===== src/rtl/cronm_pkg.sv =====
// ----------------------------------------------------------------------------
// cronm_pkg
// Shared types and constants of the schedule matcher: rule kind codes,
// field lengths and the per-field lane record carried down the pipeline.
// ----------------------------------------------------------------------------
package cronm_pkg;

    localparam int NUM_FIELDS = 5;
    localparam int VAL_W      = 6;
    localparam int RULE_W     = 64;
    localparam int CFG_IDX_W  = 3;

    localparam logic [2:0] KIND_WILD   = 3'd0;
    localparam logic [2:0] KIND_NUM    = 3'd1;
    localparam logic [2:0] KIND_RANGE  = 3'd2;
    localparam logic [2:0] KIND_REPEAT = 3'd3;
    localparam logic [2:0] KIND_LIST   = 3'd4;

    typedef logic [VAL_W-1:0] t_val;

    typedef struct packed {
        logic direct_ok;
        logic is_rep;
        logic rep_ok;
        t_val dvd;
        t_val dvs;
        t_val rem;
    } t_lane;

    // field length tested by a repeat rule at value zero; zero means none
    localparam t_val FIELD_LEN [NUM_FIELDS] = '{6'd60, 6'd24, 6'd0, 6'd0, 6'd7};

endpackage


===== src/rtl/cronm_field_eval.sv =====
// ----------------------------------------------------------------------------
// cronm_field_eval
// Decodes one field rule against one field value: settles wildcard, number,
// range and list kinds, and prepares dividend and step for a repeat rule.
// ----------------------------------------------------------------------------
module cronm_field_eval
    import cronm_pkg::*;
(
    input  logic [RULE_W-1:0] i_rule,
    input  t_val              i_val,
    input  t_val              i_len,
    output t_lane             o_lane
);

    logic [2:0] kind;
    t_val       a;
    t_val       b;
    logic [6:0] lidx;

    always_comb begin
        kind = i_rule[2:0];
        a    = i_rule[9:4];
        b    = i_rule[15:10];
        lidx = {1'b0, i_val} + 7'd4;

        o_lane     = '0;
        o_lane.dvs = a;
        o_lane.dvd = (i_val == '0) ? i_len : i_val;

        unique case (kind)
            KIND_WILD: begin
                o_lane.direct_ok = 1'b1;
            end
            KIND_NUM: begin
                o_lane.direct_ok = (a == i_val);
            end
            KIND_RANGE: begin
                o_lane.direct_ok = (a <= i_val) && (i_val <= b);
            end
            KIND_REPEAT: begin
                o_lane.is_rep = 1'b1;
                o_lane.rep_ok = (a != '0) && !((i_val == '0) && (i_len == '0));
            end
            KIND_LIST: begin
                o_lane.direct_ok = (lidx <= 7'd63) && i_rule[lidx[5:0]];
            end
            default: begin
                o_lane.direct_ok = 1'b0;
            end
        endcase
    end

endmodule


===== src/rtl/cronm_rem_pipe.sv =====
// ----------------------------------------------------------------------------
// cronm_rem_pipe
// Three-stage restoring remainder unit for all five lanes, two quotient
// bits per stage; the last stage folds the lanes into the match bit.
// ----------------------------------------------------------------------------
module cronm_rem_pipe
    import cronm_pkg::*;
(
    input  logic  i_clk,
    input  logic  i_rst_n,
    input  logic  i_in_valid,
    output logic  o_in_ready,
    input  t_lane i_lane [NUM_FIELDS],
    output logic  o_out_valid,
    input  logic  i_out_ready,
    output logic  o_match
);

    function automatic t_val rem_step(input t_val r, input logic bit_in, input t_val d);
        logic [VAL_W:0] t;
        t = {r, bit_in};
        if (t >= {1'b0, d}) begin
            t = t - {1'b0, d};
        end
        return t[VAL_W-1:0];
    endfunction

    logic  r_a_vld;
    logic  r_b_vld;
    logic  r_c_vld;
    t_lane r_a_lane [NUM_FIELDS];
    t_lane r_b_lane [NUM_FIELDS];
    t_lane n_a_lane [NUM_FIELDS];
    t_lane n_b_lane [NUM_FIELDS];
    logic  r_c_match;
    logic  n_c_match;
    logic  [NUM_FIELDS-1:0] lane_ok;
    logic  rdy_a;
    logic  rdy_b;
    logic  rdy_c;
    t_val  rem_c [NUM_FIELDS];

    assign rdy_c      = !r_c_vld || i_out_ready;
    assign rdy_b      = !r_b_vld || rdy_c;
    assign rdy_a      = !r_a_vld || rdy_b;
    assign o_in_ready = rdy_a;

    always_comb begin
        for (int i = 0; i < NUM_FIELDS; i++) begin
            n_a_lane[i]     = i_lane[i];
            n_a_lane[i].rem = rem_step(rem_step(i_lane[i].rem, i_lane[i].dvd[5],
                                                i_lane[i].dvs),
                                       i_lane[i].dvd[4], i_lane[i].dvs);
            n_b_lane[i]     = r_a_lane[i];
            n_b_lane[i].rem = rem_step(rem_step(r_a_lane[i].rem, r_a_lane[i].dvd[3],
                                                r_a_lane[i].dvs),
                                       r_a_lane[i].dvd[2], r_a_lane[i].dvs);
            rem_c[i]        = rem_step(rem_step(r_b_lane[i].rem, r_b_lane[i].dvd[1],
                                                r_b_lane[i].dvs),
                                       r_b_lane[i].dvd[0], r_b_lane[i].dvs);
            lane_ok[i]      = r_b_lane[i].is_rep ? (r_b_lane[i].rep_ok && (rem_c[i] == '0))
                                                 : r_b_lane[i].direct_ok;
        end
        n_c_match = &lane_ok;
    end

    always_ff @(posedge i_clk) begin
        if (!i_rst_n) begin
            r_a_vld <= 1'b0;
            r_b_vld <= 1'b0;
            r_c_vld <= 1'b0;
        end else begin
            if (rdy_a) begin
                r_a_vld <= i_in_valid;
            end
            if (rdy_b) begin
                r_b_vld <= r_a_vld;
            end
            if (rdy_c) begin
                r_c_vld <= r_b_vld;
            end
        end
    end

    always_ff @(posedge i_clk) begin
        if (rdy_a) begin
            r_a_lane <= n_a_lane;
        end
        if (rdy_b) begin
            r_b_lane <= n_b_lane;
        end
        if (rdy_c) begin
            r_c_match <= n_c_match;
        end
    end

    assign o_out_valid = r_c_vld;
    assign o_match     = r_c_match;

endmodule


===== src/rtl/cron_schedule_matcher_unit.sv =====
// ----------------------------------------------------------------------------
// cron_schedule_matcher_unit
// Matches a time stamp against one five-rule schedule entry.
// ----------------------------------------------------------------------------
// One time stamp enters per cycle while the output is not stalled: one
// stage decodes the five rules, then a six-step restoring remainder unit
// for the repeat rules takes two steps in each of three stages, the last
// of which is the output register. Stalls on the output back up stage by
// stage, so empty stages still take new stamps. Rules must be written
// through the configuration port only while no stamp is in flight; the
// block does not enforce this. After reset every rule is a wildcard.
// ----------------------------------------------------------------------------
module cron_schedule_matcher_unit
    import cronm_pkg::*;
(
    input  logic                 i_clk,
    input  logic                 i_rst_n,
    input  logic                 i_cfg_wr_en,
    input  logic [CFG_IDX_W-1:0] i_cfg_index,
    input  logic [RULE_W-1:0]    i_cfg_wr_data,
    input  logic                 s_axis_tvalid,
    output logic                 s_axis_tready,
    // minute[5:0], hour[10:6], day_of_month[15:11], month[19:16], weekday[22:20]
    input  logic [23:0]          s_axis_tdata,
    output logic                 m_axis_tvalid,
    input  logic                 m_axis_tready,
    // match[0]
    output logic [7:0]           m_axis_tdata
);

    logic [RULE_W-1:0] r_rule [NUM_FIELDS];
    t_val              vals   [NUM_FIELDS];
    t_lane             n_s1_lane [NUM_FIELDS];
    t_lane             r_s1_lane [NUM_FIELDS];
    logic              r_s1_vld;
    logic              pipe_ready;
    logic              s1_ready;
    logic              match;

    assign vals[0] = s_axis_tdata[5:0];
    assign vals[1] = {1'b0, s_axis_tdata[10:6]};
    assign vals[2] = {1'b0, s_axis_tdata[15:11]};
    assign vals[3] = {2'b0, s_axis_tdata[19:16]};
    assign vals[4] = {3'b0, s_axis_tdata[22:20]};

    always_ff @(posedge i_clk) begin
        if (!i_rst_n) begin
            for (int i = 0; i < NUM_FIELDS; i++) begin
                r_rule[i] <= '0;
            end
        end else if (i_cfg_wr_en && (i_cfg_index < CFG_IDX_W'(NUM_FIELDS))) begin
            r_rule[i_cfg_index] <= i_cfg_wr_data;
        end
    end

    for (genvar g = 0; g < NUM_FIELDS; g++) begin : g_eval
        cronm_field_eval u_eval (
            .i_rule (r_rule[g]),
            .i_val  (vals[g]),
            .i_len  (FIELD_LEN[g]),
            .o_lane (n_s1_lane[g])
        );
    end

    assign s1_ready      = !r_s1_vld || pipe_ready;
    assign s_axis_tready = s1_ready;

    always_ff @(posedge i_clk) begin
        if (!i_rst_n) begin
            r_s1_vld <= 1'b0;
        end else if (s1_ready) begin
            r_s1_vld <= s_axis_tvalid;
        end
    end

    always_ff @(posedge i_clk) begin
        if (s1_ready) begin
            r_s1_lane <= n_s1_lane;
        end
    end

    cronm_rem_pipe u_rem (
        .i_clk       (i_clk),
        .i_rst_n     (i_rst_n),
        .i_in_valid  (r_s1_vld),
        .o_in_ready  (pipe_ready),
        .i_lane      (r_s1_lane),
        .o_out_valid (m_axis_tvalid),
        .i_out_ready (m_axis_tready),
        .o_match     (match)
    );

    assign m_axis_tdata = {7'd0, match};

endmodule


===== config.mk =====
export PLATFORM = sky130hd
export DESIGN_NAME = cron_schedule_matcher_unit
export DESIGN_NICKNAME = d
export VERILOG_FILES = /design/src/rtl/cronm_pkg.sv /design/src/rtl/cronm_field_eval.sv /design/src/rtl/cronm_rem_pipe.sv /design/src/rtl/cron_schedule_matcher_unit.sv
export SDC_FILE = /design/constraint.sdc
export NUM_CORES = 1
export LEC_CHECK = 0
export BUFFER_PORTS_ARGS = -buffer_cell sky130_fd_sc_hd__buf_2
export CAP_MARGIN = 40
export CORE_MARGIN = 8
export CORE_UTILIZATION = 35
export DETAILED_ROUTE_END_ITERATION = 12
export PLACE_DENSITY_LB_ADDON = 0.05
export SKIP_LAST_GASP = 1
export SLEW_MARGIN = 20
export SYNTH_ARGS = -nofsm -noshare
export SYNTH_HDL_FRONTEND = slang
export SYNTH_SLANG_ARGS = --single-unit

===== constraint.sdc =====
create_clock -name i_clk -period 11.3 [get_ports i_clk]
set_clock_uncertainty 0.1 [all_clocks]
set_input_delay 1.13 -clock i_clk [delete_from_list [all_inputs] [get_ports i_clk]]
set_output_delay 1.13 -clock i_clk [all_outputs]
set_load 0.1 [all_outputs]

==> impl_metrics.ini <==
[global_route]
busiest_layer = met2
grt_use_met1 = 0.1968
use_met2 = 0.2431
antenna_found_initial = 7
grt_max_degree = 66
grt_pass1_vias = 16740
overflow = 0
met3_usage = 0.02657
grt_use_total = 0.1466
grt_pass1_wl_um = 96140

[critical_path]
critPathRequiredTime_ns = 11.52
r2r_start = u_rem.n_b_lane[7]
cp_num_buf_inv = 2
end_kind = flip-flop
critPathKind = flip-flop to flip-flop
cp-startpoint = u_rem.n_b_lane[7]
crit_slowest_cell = a21oi_1
max_stage_delay_ns = 0.56
critPathLaunchType = flip-flop
path_max_fanout = 8
crit_chain = inv_1 -> ha_1 -> a21oi_1 -> o21bai_1 -> a21o_1 -> a21o_1 -> a21oi_1 -> nand2b_1 -> inv_1 -> ha_1 -> nor2b_1 -> o21ai_0 -> a21oi_1 -> o21ai_0 -> nand2b_1 -> a221o_1 -> a21o_1 -> mux2_2
cp.arrival_ns = 5.03
cp_top_family = compound AO/OA/AOI/OAI gates

[run]
maxCapViolations = 0

[cells_and_area]
drive_gt1_frac = 0.1471
fin_cells = 3233
final_nets = 2549
post-route-util = 0.3987
postLayoutCellArea_um2 = 29630
area_delta_synth_final_pct = 13.05

[cts]
cts-root-buf = clkbuf_16
cts_tree = built
cts.path.max_buffers = 3
postCtsHoldBufs = 0
clock_sinks = 459
htreeDepth = 2
clk_latency_ns = 0.60
cts_made_buffers = 53
post_cts_resized = 0
clk_pin_slew_ns = 0.05
post-cts-setup-buffers = 0

[sta]
rsz0062_at_grt = no
hold_violations = 0
worst_slew_pin_slew_ns = 0.7489
setup_viol = 0
maxSlewViolCount = 0
setup_tns_ns = 0
whs_ns = 0.3134
fin_ws_ns = 6.493
clock.fmax_mhz = 208.0
relSlewSlack = 0.5007
fin_crit_ns = 4.807
post-route-period-util = 0.4254

[logic_synthesis]
ys_ff_latch = 459
synthFlopType = edfxtp_1
synth_warnings = 0
synth-seq-area-share = 0.5243
synth_enable_flop_cells = 455
yosysUniqueCellTypes = 72
syn-mean-instance-area_um2 = 12.48
async_flop_share = 0
synthCells = 2101
syn-cell-area_um2 = 26210

[floorplan]
initial_utilization = 0.3527
ioPinCount = 106
core_area_um2 = 74320
rows = 100
die_area_um2 = 83900
fp.dieH_um = 289.7
die_w_um = 289.7

[placed_design]
portBuffers = 97
placedCellCount = 3132
dp_hpwl_um = 45190
place_area_um2 = 27840
gp_congestion = 0.8125
dp_slack_ns = 6.495

[power]
internal_power_mw = 3.857
combPwrFrac = 0.302
p_per_area_nw_per_um2 = 187.3
fin_total_pwr_mw = 5.551
power_leakage_nw = 12.17
swShare = 0.3053
power.switching_mw = 1.694
clock_power_share = 0.308
ir_drop_mv = 0.1027
sequentialPowerShare = 0.390

[route]
ant_nets = 0
num_vias = 15940
wl_per_cell_um = 18.90
routed_wl_um = 61110
routed_via_density = 4.932
dr.pass1.iters = 4
drtIter0Drc = 805
drc = 0

[hold_path]
hp-start = u_rem.n_b_lane[19]
hp-class = flip-flop to flip-flop

[run_status]
status = completed
==> power groups by stage <==
stage,clock network (mW),logic [mW],registers (mW)
5_1_grt,1.83,1.89,2.19
3_5_place_dp,0,1.67,2.20
6_report,1.71,1.67,2.17
4_1_cts,1.78,1.68,2.17
2_1_floorplan,0,1.33,2.15
3_3_place_gp,0,1.64,2.20
==> cell families (layout without fill, tap and decap cells) <==
kind of cell,count (synthesis),after routing,synth area share
and+or+nand+nor,586,586,0.1243
DFF,459,459,0.5243
buffers and inverters,289,437,0.04358
adders and majority gates,233,233,0.1178
AOI/OAI and AO/OA,322,322,0.07972
xor gates and xnor gates,71,71,0.02373
muxes,140,140,0.08636
other,1,16,0.0001431
==> state kept, by name, indices dropped and copies added, names as in the netlist <==
name               count
u_rem.r_a_lane        30
u_rem.r_b_lane        85
r_s1_vld               1
u_rem.r_a_vld          1
u_rem.r_b_vld          1
r_s1_lane             68
u_rem.o_match          1
u_rem.n_b_lane        64
r_rule               207
u_rem.o_out_valid      1
==> cell usage after synthesis, drive strengths merged (26+ instances only) <==
library cell,instances,share of area
nor2b,43,0.010
o21ai,104,0.020
mux4,63,0.054
nor2,92,0.013
and2,217,0.052
edfxtp,455,0.52
xnor2,47,0.016
a21o,30,0.0086
clkbuf,43,0.0062
nand2b,26,0.0062
mux2,59,0.025
inv,227,0.033
nand2,81,0.012
ha,210,0.10
a21oi,64,0.012
==> area by class of cell <==
type                            instances  area, µm²
Timing Repair Buffer                  112      658.1
Clock buffer                           63       1406
Multi-Input combinational cell       1367      11420
Clock inverter                         35      329.1
Fill cell                            7111      44690
Inverter                              227      854.6
Tap cell                              969       1212
Antenna cell                            1      2.502
Sequential cell                       459      13740
==> per-layer routing <==
| layer | vias up | wire (µm) |
|---|---|---|
| met4 | 8 | 1557 |
| met2 | 230 | 28570 |
| met5 | - | 52 |
| li1 | 7894 | - |
| met3 | 106 | 2217 |
| met1 | 7706 | 28710 |
==> worst reg2reg max path: cells and delay by family, from the launching register on <==
kind | cells | cell delay, ns
AO/OA/AOI/OAI | 10 | 2.39
adder cells (fa/ha/maj) | 2 | 0.56
buffers and inverters | 2 | 0.24
flip-flops | 1 | 0.44
multiplexers | 1 | 0.30
AND/OR/NAND/NOR | 3 | 0.51
==> final timing paths <==
path	cells after the start	slack, ns	to
worst max-delay path	18	6.49	u_rem.r_b_lane[5]
worst min-delay path	0	0.31	u_rem.r_b_lane[19]
worst max register to register	18	6.49	u_rem.r_b_lane[5]
worst min register to register	0	0.31	u_rem.r_b_lane[19]
==> placed cells by master, fill, tap and decap left out, types with 10 or more instances in the layout <==
cell       synthesis  layout
nand2b_1          26      24
nand4_1           18      18
conb_1             1      15
nor2b_1           43      43
nor3_1            23      21
mux2i_1           18      18
mux2_2            58      58
nand3_1           16      16
o21a_1            21      21
clkinv_1           0      12
mux4_2            63      63
o31ai_1           10      10
and3_1            16      16
clkinv_2           0      11
buf_2              7      97
xnor2_1           47      47
o21ai_0           94      92
clkbuf_16          0      55
nor4_1            13      13
xor2_1            24      24
edfxtp_1         455     455
and2_1           217     217
a21boi_0          15      15
a31oi_1           14      14
fa_1              23      23
buf_4              9      12
inv_1            227     226
nand2_1           81      79
a21oi_1           63      63
a21o_1            30      30
ha_1             210     210
nor2_1            92      91
Power figures use the tool's default switching activity.
